[src/hw/rtl/nbem_pkg.sv]
// ----------------------------------------------------------------------------
// nbem_pkg
// Types, status codes and saturating helpers for the n-body diagnostics core.
// ----------------------------------------------------------------------------
package nbem_pkg;

	localparam int DW         = 64;
	localparam int MAX_BODIES = 256;
	localparam int AW         = $clog2(MAX_BODIES);
	localparam int CW         = AW + 1;

	localparam logic signed [DW-1:0] S64_MAX = {1'b0, {(DW-1){1'b1}}};
	localparam logic signed [DW-1:0] S64_MIN = {1'b1, {(DW-1){1'b0}}};
	localparam logic signed [DW-1:0] G_RESET = 64'sh0000_0001_0000_0000;

	typedef enum logic [2:0] {
		ST_OK       = 3'd0,
		ST_BAD_G    = 3'd1,
		ST_NEG_EPS  = 3'd2,
		ST_COINCIDE = 3'd3,
		ST_ZERO_M   = 3'd4
	} status_t;

	typedef enum logic [0:0] {
		REG_GRAV = 1'b0,
		REG_SOFT = 1'b1
	} reg_idx_t;

	typedef enum logic [4:0] {
		S_IDLE, S_LVV, S_LMV, S_LMP, S_LKE,
		S_PSTART, S_PEPS, S_POUTER, S_PRDI, S_PGM, S_PINNER, S_PRDJ,
		S_PSQ, S_PEPSADD, S_PSQRT, S_PQ, S_PDIV,
		S_FIN, S_CDIV, S_EMIT
	} state_t;

	function automatic logic signed [DW-1:0] sat_add(input logic signed [DW-1:0] a,
		input logic signed [DW-1:0] b);
		logic signed [DW-1:0] r;
		r = a + b;
		if ((a[DW-1] == b[DW-1]) && (r[DW-1] != a[DW-1]))
			return a[DW-1] ? S64_MIN : S64_MAX;
		return r;
	endfunction

	function automatic logic signed [DW-1:0] sat_sub(input logic signed [DW-1:0] a,
		input logic signed [DW-1:0] b);
		logic signed [DW-1:0] r;
		r = a - b;
		if ((a[DW-1] != b[DW-1]) && (r[DW-1] != a[DW-1]))
			return a[DW-1] ? S64_MIN : S64_MAX;
		return r;
	endfunction

endpackage

[src/hw/rtl/nbem_mul.sv]
// ----------------------------------------------------------------------------
// nbem_mul
// Shared Q32.32 multiplier: 64x64 signed product from four 32x32 partial
// products, then floor shift by 32 or 33 and saturation.
// ----------------------------------------------------------------------------
module nbem_mul import nbem_pkg::*; (
	input  logic                 clk,
	input  logic                 arst_n,
	input  logic                 start,
	input  logic                 sh33,
	input  logic signed [DW-1:0] a,
	input  logic signed [DW-1:0] b,
	output logic                 done,
	output logic signed [DW-1:0] res
);

	logic [DW-1:0]   ma_q, mb_q;
	logic            neg_q, sh33_q, busy_q, done_q;
	logic [2*DW-1:0] acc_q;
	logic [2:0]      step_q;
	logic signed [DW-1:0] res_q;

	logic [31:0]     pa, pb;
	logic [DW-1:0]   pp;
	logic [2*DW-1:0] pp_sh;
	logic [2*DW-1:0] prod;
	logic signed [2*DW-1:0] shr;

	// partial product select and alignment
	always_comb begin
		pa    = step_q[0] ? ma_q[63:32] : ma_q[31:0];
		pb    = step_q[1] ? mb_q[63:32] : mb_q[31:0];
		pp    = {32'd0, pa} * {32'd0, pb};
		pp_sh = {64'd0, pp} << (7'd32 * ({6'd0, step_q[0]} + {6'd0, step_q[1]}));
		prod  = neg_q ? (~acc_q + 128'd1) : acc_q;
		shr   = sh33_q ? ($signed(prod) >>> 33) : ($signed(prod) >>> 32);
	end

	always_ff @(posedge clk or negedge arst_n) begin
		if (!arst_n) begin
			busy_q <= 1'b0;
			done_q <= 1'b0;
			step_q <= 3'd0;
		end else begin
			done_q <= 1'b0;
			if (start) begin
				busy_q <= 1'b1;
				step_q <= 3'd0;
			end else if (busy_q) begin
				if (step_q == 3'd4) begin
					busy_q <= 1'b0;
					done_q <= 1'b1;
				end else begin
					step_q <= step_q + 3'd1;
				end
			end
		end
	end

	// datapath
	always_ff @(posedge clk) begin
		if (start) begin
			ma_q   <= a[DW-1] ? (64'd0 - a) : a;
			mb_q   <= b[DW-1] ? (64'd0 - b) : b;
			neg_q  <= a[DW-1] ^ b[DW-1];
			sh33_q <= sh33;
			acc_q  <= '0;
		end else if (busy_q) begin
			if (step_q == 3'd4) begin
				if ((&shr[2*DW-1:DW-1]) || !(|shr[2*DW-1:DW-1]))
					res_q <= shr[DW-1:0];
				else
					res_q <= shr[2*DW-1] ? S64_MIN : S64_MAX;
			end else begin
				acc_q <= acc_q + pp_sh;
			end
		end
	end

	assign done = done_q;
	assign res  = res_q;

endmodule

[config.mk]
export PLATFORM = sky130hd
export DESIGN_NAME = nbem_mul
export DESIGN_NICKNAME = d
export VERILOG_FILES = /design/src/hw/rtl/nbem_pkg.sv /design/src/hw/rtl/nbem_mul.sv
export SDC_FILE = /design/constraint.sdc
export NUM_CORES = 2
export LEC_CHECK = 0
export ABC_AREA = 1
export BUFFER_PORTS_ARGS = -buffer_cell sky130_fd_sc_hd__clkbuf_2
export CAP_MARGIN = 15
export CELL_PAD_IN_SITES_DETAIL_PLACEMENT = 0
export CELL_PAD_IN_SITES_GLOBAL_PLACEMENT = 1
export CORE_ASPECT_RATIO = 0.5
export CORE_MARGIN = 2
export CORE_UTILIZATION = 41
export DETAILED_ROUTE_END_ITERATION = 10
export HOLD_SLACK_MARGIN = 0.12
export PLACE_DENSITY_LB_ADDON = 0.12
export SLEW_MARGIN = 20
export SYNTH_ARGS = -nofsm -noshare
export SYNTH_HDL_FRONTEND = slang
export SYNTH_SLANG_ARGS = --single-unit
[constraint.sdc]
create_clock -name clk -period 14.9 [get_ports clk]
set_clock_uncertainty 0.2 [all_clocks]
set_input_delay 2.235 -clock clk [delete_from_list [all_inputs] [get_ports clk]]
set_output_delay 2.235 -clock clk [all_outputs]
set_load 0.005 [all_outputs]
======== After elaboration in Yosys (flattened, before gate mapping) ========
Index checks and enable logic that the tools add are counted.
cells by class
  bitwise gates (word level) .............. 4
  equality and inequality tests ........... 2
  multiplexer cells ....................... 17
  add/sub/neg operators ................... 6
  reduce and logical (&&, ||, !) cells .... 8
  $mul .................................... 1
  shift-type cells ........................ 1
operators by type and width
  cell                     number
  $add 128x1->128 const B  1
  $add 128x128->128        1
  $mux 128                 1
  $mux 64                  2
  $not 128->128            1
  $shl 64x7->128           1
  $sub 1x64->64 const A    2
  $mux 63                  2
  $mux 95                  1
  $reduce_and 65->1        1
  $reduce_or 65->1         1
  $mul 32x32->64           1
  $mux 32                  2
  $mux 3                   3
  $mux 1                   6
  $reduce_and 2->1         2
  $add 3x1->3 const B      1
  $eq 3x3->1 const B       1
  $reduce_and 3->1         1
  $add 1x1->2              1
  $ne 2x2->1 const B       1
  $not 1->1                2
  $reduce_bool 2->1        1
  $logic_not 1->1          1
  2 further kinds          2
storage, ports and cells
  bits in registers ....................... 327
  output and inout port bits .............. 65
  bits of input ports ..................... 132

======== Depth between registers and ports, before layout ========
  depth after elaboration ................. 8
  mapped depth ............................ 59
  mapped depth without buffers ............ 56

======== Worst setup path after synthesis ========
Ideal clock, no wire load.
  path type ............................... flip-flop to flip-flop
  from .................................... reg step_q[0]
  to ...................................... reg acc_q[93]
  setup time .............................. 0.058 ns
  cell stages (with the launch flop) ...... 49
  setup slack ............................. 5.172 ns
  clock period less this slack ............ 9.728 ns
  arrival ................................. 9.470 ns
  required time ........................... 14.642 ns
  path buffers ............................ 4
  path through ............................ dfrtp_1 -> clkbuf_1 -> inv_1 -> clkbuf_1 -> or2_2 -> o21ai_0 -> clkbuf_1 -> buf_1 -> nor2_1 -> fa_1 -> fa_1 -> inv_1 -> fa_1 -> fa_1 -> inv_1 -> fa_1 -> fa_1 -> fa_1 -> (+13 left out) -> xnor2_1 -> nand2_1 -> o21ai_0 -> nor2_1 -> ha_1 -> nand2_1 -> nor2_1 -> inv_1 -> nor2_1 -> inv_1 -> nor3_1 -> nand4_1 -> nand3_1 -> a21oi_1 -> or2_2 -> nand3_1 -> o211ai_1 -> inv_1
between the ends
  longest elaborated chain between the ends .. 4
  elaborated cells on any way between the ends .. 8
  those cells by class .................... 2 x add/sub; 1 x mul; 1 x eq/ne; 1 x shift; 1 x mux; 1 x bitwise; 1 x reduce/logical
ends and longest elaborated chain
  what                    line            text
  from (decl)             nbem_mul.sv:20  logic [2:0] step_q;
  from (signal assigned)  nbem_mul.sv:54  step_q <= step_q + 3'd1;
  $mux 32                 nbem_mul.sv:31  pa = step_q[0] ? ma_q[63:32] : ma_q[31:0];
  $mul 32x32->64          nbem_mul.sv:33  pp = {32'd0, pa} * {32'd0, pb};
  $shl 64x7->128          nbem_mul.sv:34  pp_sh = {64'd0, pp} << (7'd32 * ({6'd0, step_q[0]} + {6'd0, step_q[1]}));
  $add 128x128->128       nbem_mul.sv:75  acc_q <= acc_q + pp_sh;
  to (signal assigned)    nbem_mul.sv:75
  to (decl)               nbem_mul.sv:19  logic [2*DW-1:0] acc_q;
Parallel ways exist; a longest one is shown, timed or not.
A chain may end at the register's enable or synchronous reset.

======== Final worst setup path ========
  from .................................... reg step_q[1]
  to ...................................... reg acc_q[123]
between the ends
  longest elaborated chain between the ends .. 4
  elaborated cells on any way between the ends .. 8
  those cells by class .................... 2 x add/sub; 1 x mul; 1 x eq/ne; 1 x shift; 1 x mux; 1 x bitwise; 1 x reduce/logical
ends and longest elaborated chain
  what               line            text
  $mux 32            nbem_mul.sv:32  pb = step_q[1] ? mb_q[63:32] : mb_q[31:0];
  $mul 32x32->64     nbem_mul.sv:33
  $shl 64x7->128     nbem_mul.sv:34
  $add 128x128->128  nbem_mul.sv:75
Parallel ways exist; a longest one is shown, timed or not.

==> summary.txt <==
Die Y: 286.2 um
Detail Route Antenna Nets: 0
initial drt markers: 6,424
Period minus WS final: 13.47 ns
GP Congestion: 1.056
DRT Wirelength: 303.7 mm
Worst path slowest cell: inv_1
crit path DAT: 13.82 ns
largest net degree at the start of global routing: 101
fmax: 74.24 MHz
proportion of synthesized area in mux cells: 0.0004598
final instance area: 70,060 um2
Clk Latency, worst-skew pair: 0.67 ns
fillers: 16,963
gr usage total: 0.3720
Yosys warnings: 0
CP Capture Type: register
Post-Synth XOR/XNOR Area: 0.04036
core area: 158,000 um2
CP Launch Type: register
CTS buffer count: 39
DP Wirelength: 252.7 mm
Hold Path Class: reg2reg
drt via density: 5.460
number of synthesized flops with an enable pin: 194
clock slew at reported path FFs: 0.08 ns
vias in the first global route: 63,409
via count: 62,712
Crit Path Max Fanout: 22
# hold bufs at CTS: 0
most frequent cells in the layout: nand2_1 (1,812), inv_1 (1,676), nor2_1 (1,671)
Synth Area in Compound Gates: 0.1035
Sum Neg Setup Slack: 0 ns
Post-CTS Setup Inserts: 0
Port Buffers: 196
first-pass iteration count of the detailed router: 8
Post-Synth Adder-Cell Area: 0.3504
final hold violations: 0
status: complete, no violations
final number of setup-violating endpoints: 0
slew margin rel.: 0.1310
register area share after synthesis: 0.1303
Slew @ Worst Pin: 1.290 ns
Root Driver: clkbuf_16
GRT overflow: 0
#FFs+latches synth: 327
Yosys cell types: 68
nets: 10,778
die area: 162,700 um2
Die Width: 568.5 um
Critical Path RT: 15.25 ns
Post-Syn Nets: 10,701
Main synth FF type: edfxtp_1
DR WL/cell: 26.44 um
ys async rst share: 0.01529
Final Slew Violations: 0
number of remaining DRC errors: 0
crit path kind: reg2reg
number of gates resized after cts: 0
maximum clock path buffer count: 3
share of layout cells above drive strength 1: 0.06522
P&R area growth vs syn: 7.272%
Starting Density: 0.4134
syn_area_per_cell: 7.040 um2
CTS tree: done
FP Rows: 103
main combinational cell family by area after synthesis: adder cells
Syn Std Cell Area: 65,320 um2
Max-Cap Viols: 0
Clock Sinks: 327
crit-path most repeated cell: inv_1
CP peak stage delay: 0.99 ns
initial antenna violation count: 7
RSZ-0062 raised after global routing: no
Mapped Cells: 9,278
placed inst area: 68,750 um2
first-pass GRT wire length: 437.8 mm
I/O Pins: 197
H-tree depth: 2
final worst path period share: 0.9040
Synth Area in Simple Gates: 0.2555
commonest non-fill, non-tap cell in the layout: nand2_1
-- critical path: cells and delay by family (launching register included) --
family | cells | cell delay [ns]
DFF | 1 | 0.54
AOI/OAI and AO/OA | 8 | 2.93
buffers and inverters | 12 | 3.05
adders and majority gates | 10 | 4.56
xor gates and xnor gates | 1 | 0.18
and+or+nand+nor | 13 | 1.89
-- layout make-up --
class	instances	area, um2	share of cell area
repair buffers	318	1911	0.02727
clock inverters	25	282.8	0.004036
multi-input cells	6953	49250	0.7029
clock buffers	44	1026	0.01464
flip-flops and latches	327	8516	0.1215
inverters	1716	6444	0.09197
diodes	3	7.507	0.0001071
well taps	2100	2628	0.03750
-- cell families after synthesis --
family,Yosys count
buf+inv,1998
fa+ha+maj,1291
mux,3
compound gates,1248
xor+xnor,301
simple gates,4110
flops,327
-- flip-flops by register name, indices dropped and copies added (netlist names) --
signal	count
acc_q	128
ma_q	64
mb_q	64
res	64
step_q	3
busy_q	1
done	1
neg_q	1
sh33_q	1
-- layer usage --
metal / track usage / share of wire / vias up
met5: 0 / 0.000089 / -
met4: 0.1394 / 0.045 / 4
met3: 0.06953 / 0.086 / 492
met2: 0.5928 / 0.44 / 2719
met1: 0.5033 / 0.43 / 30750
li1: - / - / 28747
-- Yosys cell counts, drive strengths merged, types with 5 or more instances --
cell type | count | area share
edfxtp | 194 | 0.089
a211oi | 8 | 0.00092
xnor2 | 83 | 0.011
a31oi | 29 | 0.0028
o2111ai | 8 | 0.0011
nor2 | 1720 | 0.10
xor2 | 218 | 0.029
nand2 | 1832 | 0.11
o21ai | 567 | 0.044
fa | 897 | 0.27
nor3 | 64 | 0.0050
clkbuf | 235 | 0.014
or2 | 84 | 0.0080
dfxtp | 128 | 0.039
inv | 1682 | 0.097
ha | 394 | 0.075
a21boi | 13 | 0.0015
o211ai | 28 | 0.0032
nand4 | 69 | 0.0067
dfrtp | 5 | 0.0019
a21oi | 485 | 0.037
o22ai | 12 | 0.0011
buf | 41 | 0.0051
clkinv | 34 | 0.0020
nand3b | 6 | 0.00069
and2 | 8 | 0.00077
o31ai | 7 | 0.00080
nor4 | 29 | 0.0028
o21bai | 17 | 0.0020
nand3 | 289 | 0.023
o21a | 23 | 0.0026
a21o | 40 | 0.0046
-- stage by stage --
stage          instances  hold WS (ns)    util  worst slack (ns)
2_1_floorplan       9278        0.2343       -             5.172
3_3_place_gp       11413        0.2728  0.4350             1.014
3_5_place_dp       11414        0.2779  0.4351             1.744
4_1_cts            11483        0.2884  0.4434             1.722
5_1_grt            11483        0.3136  0.4434            0.8066
6_report           11486        0.2936  0.4435             1.430
-- final timing paths --
check | start | endpoint | slack, ns | cells after the start
setup / recovery | step_q[1] | acc_q[123] | 1.43 | 44
hold / removal | step_q[2] | step_q[2] | 0.29 | 1
setup reg to reg | step_q[1] | acc_q[123] | 1.43 | 44
hold reg to reg | step_q[2] | step_q[2] | 0.29 | 1
max in group asynchronous | arst_n | busy_q | 12.93 | 1
min in group asynchronous | arst_n | step_q[1] | 1.28 | 1
Power is left out: the tool's default activity adds up to more than one toggle a clock period on the data nets, which glitch-free logic cannot reach.
