--- src/hw/rtl/nbem_pkg.sv ---
// ----------------------------------------------------------------------------
// nbem_pkg
// Types, status codes and saturating helpers for the n-body diagnostics core.
// ----------------------------------------------------------------------------
package nbem_pkg;

	localparam int DW         = 64;
	localparam int MAX_BODIES = 256;
	localparam int AW         = $clog2(MAX_BODIES);
	localparam int CW         = AW + 1;

	localparam logic signed [DW-1:0] S64_MAX = {1'b0, {(DW-1){1'b1}}};
	localparam logic signed [DW-1:0] S64_MIN = {1'b1, {(DW-1){1'b0}}};
	localparam logic signed [DW-1:0] G_RESET = 64'sh0000_0001_0000_0000;

	typedef enum logic [2:0] {
		ST_OK       = 3'd0,
		ST_BAD_G    = 3'd1,
		ST_NEG_EPS  = 3'd2,
		ST_COINCIDE = 3'd3,
		ST_ZERO_M   = 3'd4
	} status_t;

	typedef enum logic [0:0] {
		REG_GRAV = 1'b0,
		REG_SOFT = 1'b1
	} reg_idx_t;

	typedef enum logic [4:0] {
		S_IDLE, S_LVV, S_LMV, S_LMP, S_LKE,
		S_PSTART, S_PEPS, S_POUTER, S_PRDI, S_PGM, S_PINNER, S_PRDJ,
		S_PSQ, S_PEPSADD, S_PSQRT, S_PQ, S_PDIV,
		S_FIN, S_CDIV, S_EMIT
	} state_t;

	function automatic logic signed [DW-1:0] sat_add(input logic signed [DW-1:0] a,
		input logic signed [DW-1:0] b);
		logic signed [DW-1:0] r;
		r = a + b;
		if ((a[DW-1] == b[DW-1]) && (r[DW-1] != a[DW-1]))
			return a[DW-1] ? S64_MIN : S64_MAX;
		return r;
	endfunction

	function automatic logic signed [DW-1:0] sat_sub(input logic signed [DW-1:0] a,
		input logic signed [DW-1:0] b);
		logic signed [DW-1:0] r;
		r = a - b;
		if ((a[DW-1] != b[DW-1]) && (r[DW-1] != a[DW-1]))
			return a[DW-1] ? S64_MIN : S64_MAX;
		return r;
	endfunction

endpackage

--- src/hw/rtl/nbem_dsq.sv ---
// ----------------------------------------------------------------------------
// nbem_dsq
// Shared radix-2 divide / square root unit. Divide: (num*2^32)/den toward
// zero, saturated, 96 steps. Root: floor(sqrt(s*2^32)), 48 steps.
// ----------------------------------------------------------------------------
module nbem_dsq import nbem_pkg::*; (
	input  logic                 clk,
	input  logic                 arst_n,
	input  logic                 start_div,
	input  logic                 start_sqrt,
	input  logic signed [DW-1:0] num,
	input  logic signed [DW-1:0] den,
	output logic                 done,
	output logic signed [DW-1:0] res
);

	logic [95:0]   x_q, q_q;
	logic [65:0]   rem_q;
	logic [DW-1:0] d_q;
	logic          neg_q, sqrt_q, busy_q, fin_q, done_q;
	logic [6:0]    cnt_q;
	logic signed [DW-1:0] res_q;

	logic [65:0]   remsh, cmpv, diff;
	logic          qbit;
	logic [DW-1:0] qq, limit;

	// one step of the shared subtractor
	always_comb begin
		remsh = sqrt_q ? {rem_q[63:0], x_q[95:94]} : {rem_q[64:0], x_q[95]};
		cmpv  = sqrt_q ? {16'd0, q_q[47:0], 2'b01} : {2'b00, d_q};
		qbit  = (remsh >= cmpv);
		diff  = remsh - cmpv;
		qq    = q_q[63:0];
		limit = neg_q ? 64'h8000_0000_0000_0000 : 64'h7FFF_FFFF_FFFF_FFFF;
	end

	always_ff @(posedge clk or negedge arst_n) begin
		if (!arst_n) begin
			busy_q <= 1'b0;
			fin_q  <= 1'b0;
			done_q <= 1'b0;
			cnt_q  <= '0;
		end else begin
			done_q <= 1'b0;
			if (start_div || start_sqrt) begin
				busy_q <= 1'b1;
				fin_q  <= 1'b0;
				cnt_q  <= start_sqrt ? 7'd47 : 7'd95;
			end else if (busy_q) begin
				if (fin_q) begin
					busy_q <= 1'b0;
					fin_q  <= 1'b0;
					done_q <= 1'b1;
				end else if (cnt_q == 7'd0) begin
					fin_q <= 1'b1;
				end else begin
					cnt_q <= cnt_q - 7'd1;
				end
			end
		end
	end

	always_ff @(posedge clk) begin
		if (start_div || start_sqrt) begin
			sqrt_q <= start_sqrt;
			rem_q  <= '0;
			q_q    <= '0;
			if (start_sqrt) begin
				x_q   <= {num, 32'd0};
				neg_q <= 1'b0;
			end else begin
				x_q   <= {(num[DW-1] ? (64'd0 - num) : num), 32'd0};
				d_q   <= den[DW-1] ? (64'd0 - den) : den;
				neg_q <= num[DW-1] ^ den[DW-1];
			end
		end else if (busy_q && !fin_q) begin
			rem_q <= qbit ? diff : remsh;
			q_q   <= {q_q[94:0], qbit};
			x_q   <= sqrt_q ? {x_q[93:0], 2'b00} : {x_q[94:0], 1'b0};
		end else if (fin_q) begin
			if (sqrt_q)
				res_q <= {16'd0, q_q[47:0]};
			else if ((|q_q[95:64]) || (qq > limit))
				res_q <= neg_q ? S64_MIN : S64_MAX;
			else
				res_q <= neg_q ? (64'd0 - qq) : qq;
		end
	end

	assign done = done_q;
	assign res  = res_q;

endmodule

--- config.mk ---
export PLATFORM = sky130hd
export DESIGN_NAME = nbem_dsq
export DESIGN_NICKNAME = d
export VERILOG_FILES = /design/src/hw/rtl/nbem_pkg.sv /design/src/hw/rtl/nbem_dsq.sv
export SDC_FILE = /design/constraint.sdc
export NUM_CORES = 1
export LEC_CHECK = 0
export ABC_AREA = 1
export ABC_CLOCK_PERIOD_IN_PS = 5500
export BUFFER_PORTS_ARGS = -buffer_cell sky130_fd_sc_hd__buf_2
export CAP_MARGIN = 20
export CELL_PAD_IN_SITES_DETAIL_PLACEMENT = 1
export CELL_PAD_IN_SITES_GLOBAL_PLACEMENT = 1
export CORE_ASPECT_RATIO = 1.1
export CORE_MARGIN = 8
export CORE_UTILIZATION = 25
export DETAILED_ROUTE_END_ITERATION = 8
export MAX_ROUTING_LAYER = met4
export PLACE_DENSITY_LB_ADDON = 0.1
export SYNTH_ARGS = -nofsm -noshare
export SYNTH_HDL_FRONTEND = slang
export SYNTH_SLANG_ARGS = --single-unit
--- constraint.sdc ---
create_clock -name clk -period 5.5 [get_ports clk]
set_input_delay 0 -clock clk [delete_from_list [all_inputs] [get_ports clk]]
set_output_delay 0 -clock clk [all_outputs]
set_load 0.005 [all_outputs]
Yosys cells after proc, flatten, opt, wreduce, memory -nomap -nowiden:

Cells that the tools add are included.

* add/sub/neg operators: 5
* multiply operators: 0
* divide/modulo/power cells: 0
* order comparisons: 2
* equality and inequality tests: 2
* shifts and indexed selects: 0
* multiplexer cells: 28
* bitwise gates (word level): 4
* reduce and logical (&&, ||, !) cells: 11

Operator list (count)
* 96-bit two-way mux: 4
* 64-bit two-way mux: 5
* 1-bit by 64-bit subtractor with 64-bit output (first input constant): 3
* 66-bit by 64-bit >= comparator with 1-bit output: 1
* 66-bit two-way mux: 1
* 65-bit two-way mux: 1
* 65-bit by 64-bit subtractor with 65-bit output: 1
* 64-bit > comparator: 1
* 63-bit two-way mux: 1
* 48-bit two-way mux: 1
* 7-bit two-way mux: 5
* 32-bit OR reduction: 1
* 1-bit two-way mux: 10
* 7-bit zero test: 1
* 7-bit by 1-bit subtractor with 7-bit output (second input constant): 1
* 3-bit AND reduction: 2
* 2-bit by 1-bit inequality test with 1-bit output (second input constant): 2
* 2-bit nonzero test: 2
* 1-bit inverter: 3
* 1-bit logical OR: 2
* 2-bit AND reduction: 1
* 1-bit logical AND: 1
* 1-bit zero test: 1
* 1-bit bitwise XOR: 1

* register bits: 397
* latch bits: 0
* memory bits (writable): 0
* ROM bits: 0
* bits of input ports: 132
* output and inout port bits: 65
* logic and storage cells: 65
* memories: 0

Longest topological paths before layout:

Gate-level depths: netlist (run 1).

* depth after elaboration: 5
* depth in mapped cells: 25

Worst setup path before layout (run 1):

Ideal clock, no wire load.

* path kind: register to register
* from: reg neg_q
* to: reg res_q[41] (netlist: res[41]), data pin
* setup time: 0.253 ns
* arrival: 3.761 ns
* required time: 5.247 ns
* path slack: 1.486 ns
* stages on the path, launching flop included: 18
* path buffers: 4
* cells stage by stage: edfxtp_1 inv_1 clkbuf_1 clkbuf_1 ha_1 nand2_1 nor3_1 nand3_1 nor2_1 nand4_1 nand2_1 nand2_1 nand2_1 buf_4 buf_2 nand2_1 nand2_1 nand2_1

* cells in the longest elaborated chain, start to end: 5

RTL lines
* start, declared: RTL line nbem_dsq.sv:20 `logic neg_q, sqrt_q, busy_q, fin_q, done_q;`
* start signal, assigned: RTL line nbem_dsq.sv:75 `neg_q <= num[DW-1] ^ den[DW-1];`
* 64-bit two-way mux: RTL line nbem_dsq.sv:35, nbem_dsq.sv:85
* 64-bit > comparator: RTL line nbem_dsq.sv:84 `else if ((|q_q[95:64]) || (qq > limit))`
* 1-bit logical OR: RTL line nbem_dsq.sv:84
* 64-bit two-way mux (*): RTL line nbem_dsq.sv:84
* 48-bit two-way mux (*): RTL line nbem_dsq.sv:82 `if (sqrt_q)`
* end signal, assigned: RTL line nbem_dsq.sv:83 `res_q <= {16'd0, q_q[47:0]};`
* end signal, assigned: RTL line nbem_dsq.sv:85 `res_q <= neg_q ? S64_MIN : S64_MAX;`
* end signal, assigned: RTL line nbem_dsq.sv:87 `res_q <= neg_q ? (64'd0 - qq) : qq;`
* end, declared: RTL line nbem_dsq.sv:22 `logic signed [DW-1:0] res_q;`

Every way passes the cells marked *; elsewhere a longest branch is shown, timed or not.
A chain may end at the register's enable or synchronous reset.

Final worst setup path (run 1):

* from: reg sqrt_q
* to: reg rem_q[19]

* cells in the longest elaborated chain, start to end: 3

RTL lines
* start, declared: RTL line nbem_dsq.sv:20
* start signal, assigned: RTL line nbem_dsq.sv:66 `sqrt_q <= start_sqrt;`
* 66-bit two-way mux or 64-bit two-way mux (tied branches): RTL line nbem_dsq.sv:30, nbem_dsq.sv:31
* 65-bit by 64-bit subtractor with 65-bit output or 66-bit by 64-bit >= comparator with 1-bit output (tied branches): RTL line nbem_dsq.sv:33, nbem_dsq.sv:32
* 65-bit two-way mux (*): RTL line nbem_dsq.sv:78 `rem_q <= qbit ? diff : remsh;`
* end signal, assigned: RTL line nbem_dsq.sv:78
* end, declared: RTL line nbem_dsq.sv:18 `logic [65:0] rem_q;`

Marked as above.

==> flow_summary.toml, run 1 <==
[outcome]
outcome = "finished clean"

[drt]
wl_met3_mm = 4.60
ant_nets = 0
drt_iter0_drc = 1628
top_layer = "met4"
via_per_inst = 4.84
wl_per_cell_um = 21.9
vias = 31022
wl_met1_mm = 65.3
wl_met2_mm = 67.0
wirelength_mm = 140
first_pass_iters = 5
route.detailed.drc = 0

[synthesis]
synthTopCellsByCount = "1347 x nand2_1, 640 x inv_1, 464 x nor2_1"
synth_top_flop_cell = "edfxtp_1"
synth_top_cell_area_share_pct = 19.9
synth_cell_type_count = 56
synth-edff-count = 194
synthArstFlopShare_pct = 2.74
ys.warnings.count = 0
synthesis.area_sq_um = 29300
avgSynthCellArea_sq_um = 6.46
yosysMostFrequentCell = "nand2_1"
yosysTopAreaCell = "edfxtp_1"
syn_inst = 4541
yosys-top-cells-area = "edfxtp_1 20%, nand2_1 17%, dfxtp_1 11%"
ys_seq_elements = 365
syn_nets = 4806
seq_area_frac_synth_pct = 31.7

[timing]
finalCriticalPeriod_ps = 4880
max_freq_mhz = 205
slew_violations = 0
fin_setup_tns_ps = 0
period_share_pct = 88.7
hold_viol = 0
skew_ps = 31.8
holdWs_ps = 51.1
worst_slack_ps = 623
worstMarginPinSlew_ps = 1010
relSlewSlack_pct = 33.0
rsz0062_at_grt = "no"
setup_violations = 0

[power_and_ir_drop]
power.leakage_nw = 16.9
vdd_drop_max_mv = 0.248
p_per_area_nw_per_um2 = 380
p_total_mw = 13.3

[clock_network]
cts_tree = "yes"
cts_made_buffers = 48
post_cts_buffers = 0
cts_max_path_buffers = 3
clock_latency_ps = 630
cts_max_level = 2
cts_num_sinks = 365
holdBufCountCts = 143
cts.clk_slew.worst_paths_ps = 60
root_buffer = "clkbuf_16"
cts.repair.resized = 0

[layout]
syn2layout_area_growth_pct = 19.7
layout.nets = 5077
layout-drive-gt1-share_pct = 8.37
instances_no_fill = 6411

[place]
dp_hpwl_mm = 112
routabilityCongestion = 0.957
port_buffers = 196
placed_cells = 6160
post-place-ws_ps = 523

[critical_path]
r2r-end = "rem_q[19]"
required_ps = 6080
r2r_cells = 17
worstReg2RegStart = "sqrt_q"
regToRegSetupSlack_ps = 620
cp.arrival_ps = 5450
cp-startpoint = "sqrt_q"
path_max_fanout = 74
worstSetupEndpoint = "rem_q[19]"
start_kind = "register"
cp-end-kind = "register"
worst-setup-path-type = "reg2reg"

[flow_run]
maxCapViolCount = 0

[hold_path]
min-delay-path-class = "in2reg"

[floorplan]
core.rowCount = 132
ios = 197
dieArea_sq_um = 129000
die_h_um = 375
fp.dieW_um = 343
start_util_pct = 25.0
coreArea_sq_um = 117000

[global_route]
antenna_found_initial = 18
grt_pass1_wl_mm = 210
overflow = 0
grt_start_max_net_pins = 121
grt.total_usage_pct = 21.9
grt_pass1_vias = 32368
## registers in the layout, summed over array words and instances (netlist names)
name and count:
x_q 64, rem_q 65, done 1, q_q 96
cnt_q 7, sqrt_q 1, d_q 64, neg_q 1
res 64, fin_q 1, busy_q 1
## metrics by stage
step / instance area [sq um] / utilization [%]
6_report: 35100 / 30.0
5_1_grt: 35100 / 30.0
4_1_cts: 35100 / 29.9
3_5_place_dp: 32000 / 27.3
3_3_place_gp: 32000 / 27.3
2_1_floorplan: 29300 / -
## layer usage
| metal | vias to the layer above | GRT usage, % |
|---|---|---|
| met2 | 431 | 36.7 |
| met1 | 15123 | 28.4 |
| met3 | 115 | 2.48 |
| met5 | - | - |
| li1 | 15353 | - |
| met4 | 0 | 4.84 |
## layout make-up
type / count / area [sq um]
Clock buffer: 62 / 1350
Antenna cell: 20 / 50.0
Inverter: 655 / 2470
Fill cell: 14765 / 82000
Timing Repair Buffer: 383 / 2790
Clock inverter: 26 / 325
Multi-Input combinational cell: 3359 / 16900
Sequential cell: 365 / 9300
Tap cell: 1541 / 1930
## worst max-delay path, cell delays in order, from the launching register on
cell      delay [ps]
edfxtp_1         560
buf_12           320
nand2_1          380
a21boi_0         270
ha_1             400
a21oi_1          360
nand2_1          100
o21bai_2         220
inv_1             80
a21oi_2           70
nor2_4           660
nand2_4          400
nor2_2           170
buf_4            380
nand2_1          110
nand3_1           90
nand2_1           50
inv_1             70
## layout by cell type (no fill, tap or decap), types with 12 or more instances in the layout
| cell type | Yosys | layout |
|---|---|---|
| nor2_2 | 22 | 21 |
| nor4_1 | 24 | 24 |
| o22ai_1 | 114 | 114 |
| a21oi_1 | 169 | 169 |
| nand3_1 | 314 | 314 |
| nor2_1 | 464 | 459 |
| ha_1 | 132 | 132 |
| inv_2 | 14 | 14 |
| diode_2 | 0 | 20 |
| clkbuf_16 | 0 | 51 |
| inv_1 | 640 | 638 |
| xor2_1 | 139 | 139 |
| dfxtp_1 | 161 | 161 |
| nand3b_1 | 18 | 18 |
| nand3_2 | 12 | 12 |
| nand4_1 | 102 | 102 |
| buf_2 | 23 | 196 |
| nand2_1 | 1347 | 1347 |
| o21ai_0 | 296 | 296 |
| dlygate4sd3_1 | 0 | 143 |
| nor3_1 | 64 | 64 |
| a21boi_0 | 48 | 48 |
| edfxtp_1 | 194 | 194 |
| buf_4 | 4 | 40 |
| nand2_2 | 12 | 12 |
## cell families (layout without fill, tap and decap cells)
logic type                 count (synthesis)  in the layout  synth area share [%]
AOI/OAI and AO/OA                        676            676                  12.8
other                                      0             20                     0
xor gates and xnor gates                 146            146                  4.36
adders and majority gates                133            133                  5.70
buffers and inverters                    817           1126                  10.8
and+or+nand+nor                         2404           2404                  34.6
DFF                                      365            365                  31.7
## how the worst min path moves through the flow
stage               startpoint        to  slack, ps  depth (start not counted)
floorplan               arst_n    busy_q       -300                          0
detailed placement      arst_n    busy_q       -100                          1
CTS                  start_div  cnt_q[3]         50                          4
global route         start_div  cnt_q[3]         90                          4
finish               start_div  cnt_q[3]         50                          4
global placement        arst_n    busy_q       -110                          1
## power by group
| group | leakage (nW) | switching [mW] | internal (mW) |
|---|---|---|---|
| registers | 3.31 | 0.149 | 3.14 |
| clock network | 0.799 | 1.39 | 2.06 |
| logic | 12.8 | 4.69 | 1.90 |
| total | 16.9 | 6.23 | 7.10 |
Power figures use the tool's default switching activity.
==> run 2, diff against run 1 <==
- CELL_PAD_IN_SITES_GLOBAL_PLACEMENT: 1 -> 2
==> run 2 against run 1 <==
  * Register-to-register slack worse by 170 ps
  * Wire length grew 1.7%
  * Via count is 0.53% lower
  * Clock power down 4%
  * Largest power group unchanged
  * Highest routed layer unchanged
==> flow_summary.toml, run 2 (synthesis results as in run 1) <==
[outcome]
outcome = "finished clean"

[critical_path]
path_common_cell = "nand2_1"
required_ps = 6050
cp.arrival_ps = 5600
start_kind = "register"
path_cells = "buf_12, nand2_1, a21boi_0, ha_1, nand2_1, nor2_2, nand2_1, nor2_1, nand3_1, nand3_2, nor2_4, nand2_4, nor2_2, buf_4, nand2_1, nand3_1, nand2_1, inv_1"
path_max_fanout = 97
cp-end-kind = "register"
critPathSlowestCell = "nor2_4"
crit_buf_inv = 3
worst-setup-path-type = "reg2reg"
crit_path_max_incr_delay_ps = 710
crit_family = "simple AND/OR/NAND/NOR gates"

[drt]
wl_met1_mm = 66.3
wirelength_mm = 143
route.detailed.drc = 0
first_pass_iters = 5
ant_nets = 0
drt_iter0_drc = 1659
wl_met2_mm = 69.7
wl_met3_mm = 4.33
wl_per_cell_um = 22.3
vias = 30858
via_per_inst = 4.82
top_layer = "met4"

[clock_network]
cts_max_path_buffers = 3
clock_latency_ps = 620
cts_made_buffers = 50
cts.clk_slew.worst_paths_ps = 60
cts_num_sinks = 365
root_buffer = "clkbuf_16"
cts_tree = "yes"
post_cts_buffers = 0
cts_max_level = 2
cts.repair.resized = 0

[layout]
register_area_sq_um = 9300
mostFrequentLayoutCells = "1347 x nand2_1, 638 x inv_1, 459 x nor2_1"
fillers = 14729
instances_no_fill = 6403
layout-drive-gt1-share_pct = 8.56
multi_input_area_sq_um = 16900
syn2layout_area_growth_pct = 19.5
largest_register_ffs = 96
top_register = "q_q"
layout.nets = 5081
postLayoutCoreUtil_pct = 29.9
layout_commonest_cell = "nand2_1"
reg_top3 = "q_q x96, rem_q x65"

[timing]
relSlewSlack_pct = 32.2
fin_setup_tns_ps = 0
skew_ps = 32.5
holdWs_ps = 49.7
slew_violations = 0
worstMarginPinSlew_ps = 1010
hold_viol = 0
period_share_pct = 91.8
finalCriticalPeriod_ps = 5050
max_freq_mhz = 198
setup_violations = 0
rsz0062_at_grt = "no"

[power_and_ir_drop]
vdd_drop_max_mv = 0.236
power.leakage_nw = 16.9
p_per_area_nw_per_um2 = 378
p_total_mw = 13.2

[floorplan]
core.rowCount = 132
dieArea_sq_um = 129000
start_util_pct = 25.0
fp.dieW_um = 343
die_h_um = 375
ios = 197
coreArea_sq_um = 117000

[place]
routabilityCongestion = 0.867
dp_hpwl_mm = 114
placed_cells = 6164
port_buffers = 196

[global_route]
grt.total_usage_pct = 22.1
grt_start_max_net_pins = 103
antenna_found_initial = 7
grt_pass1_wl_mm = 211
overflow = 0
grt_pass1_vias = 32195

[hold_path]
min-delay-path-class = "in2reg"

[flow_run]
maxCapViolCount = 0
-- run 2: changes by cell type in the layout (fill, tap and decap cells not counted), moves of 3 or more --
cell / before / now
bufinv_16: 7 / 1
diode_2: 20 / 5
clkinv_2: 6 / 12
clkbuf_8: 3 / 7
clkinv_1: 5 / 2
-- run 2: worst reg2reg max path, stage by stage, from the launching register on --
cell and delay (ps):
edfxtp_1 520, buf_12 250, nand2_1 510, a21boi_0 480
ha_1 420, nand2_1 160, nor2_2 90, nand2_1 170
nor2_1 120, nand3_1 140, nand3_2 100, nor2_4 710
nand2_4 430, nor2_2 190, buf_4 370, nand2_1 140
nand3_1 90, nand2_1 50, inv_1 70
-- run 2: worst paths after layout --
kind / start / to / slack, ps / depth (start not counted)
worst max-delay path: sqrt_q / rem_q[14] / 450 / 18
worst min-delay path: num[20] / x_q[52] / 50 / 4
worst max register to register: sqrt_q / rem_q[14] / 450 / 18
worst min register to register: rem_q[39] / rem_q[39] / 460 / 2
max in group asynchronous: arst_n / cnt_q[6] / 4720 / 3
min in group asynchronous: arst_n / done / 420 / 3
-- run 2: layout make-up --
cell class,count,area share (%)
multi-input cells,3359,48.2
flip-flops and latches,365,26.5
repair buffers,385,8.07
inverters,655,7.05
well taps,1541,5.50
clock buffers,69,4.10
clock inverters,24,0.482
diodes,5,0.0357
-- run 2: stage by stage --
stage / setup slack (ps) / cell area [sq um]
detailed placement: 510 / 32000
global route: 164 / 35000
finish: 448 / 35000
floorplan: 1490 / 29300
global placement: 629 / 32000
CTS: 484 / 35000
-- run 2: what timing repair did --
| action | in CTS | in global routing |
|---|---|---|
| hold endpoints to repair | 157 | 0 |
| endpoints found under the setup margin | 0 | 0 |
| hold buffers | 141 | 0 |
-- run 2: power breakdown --
part,internal (mW),total [mW],switching [mW]
combinational,1.91,6.65,4.74
sequential,3.14,3.29,0.148
clock,1.87,3.30,1.42
total,6.93,13.2,6.31
-- run 2: layer usage --
metal / up-vias / global-route usage [%]
li1: 15341 / -
met5: - / -
met2: 457 / 38.0
met1: 14963 / 28.8
met4: 0 / 3.52
met3: 97 / 1.87
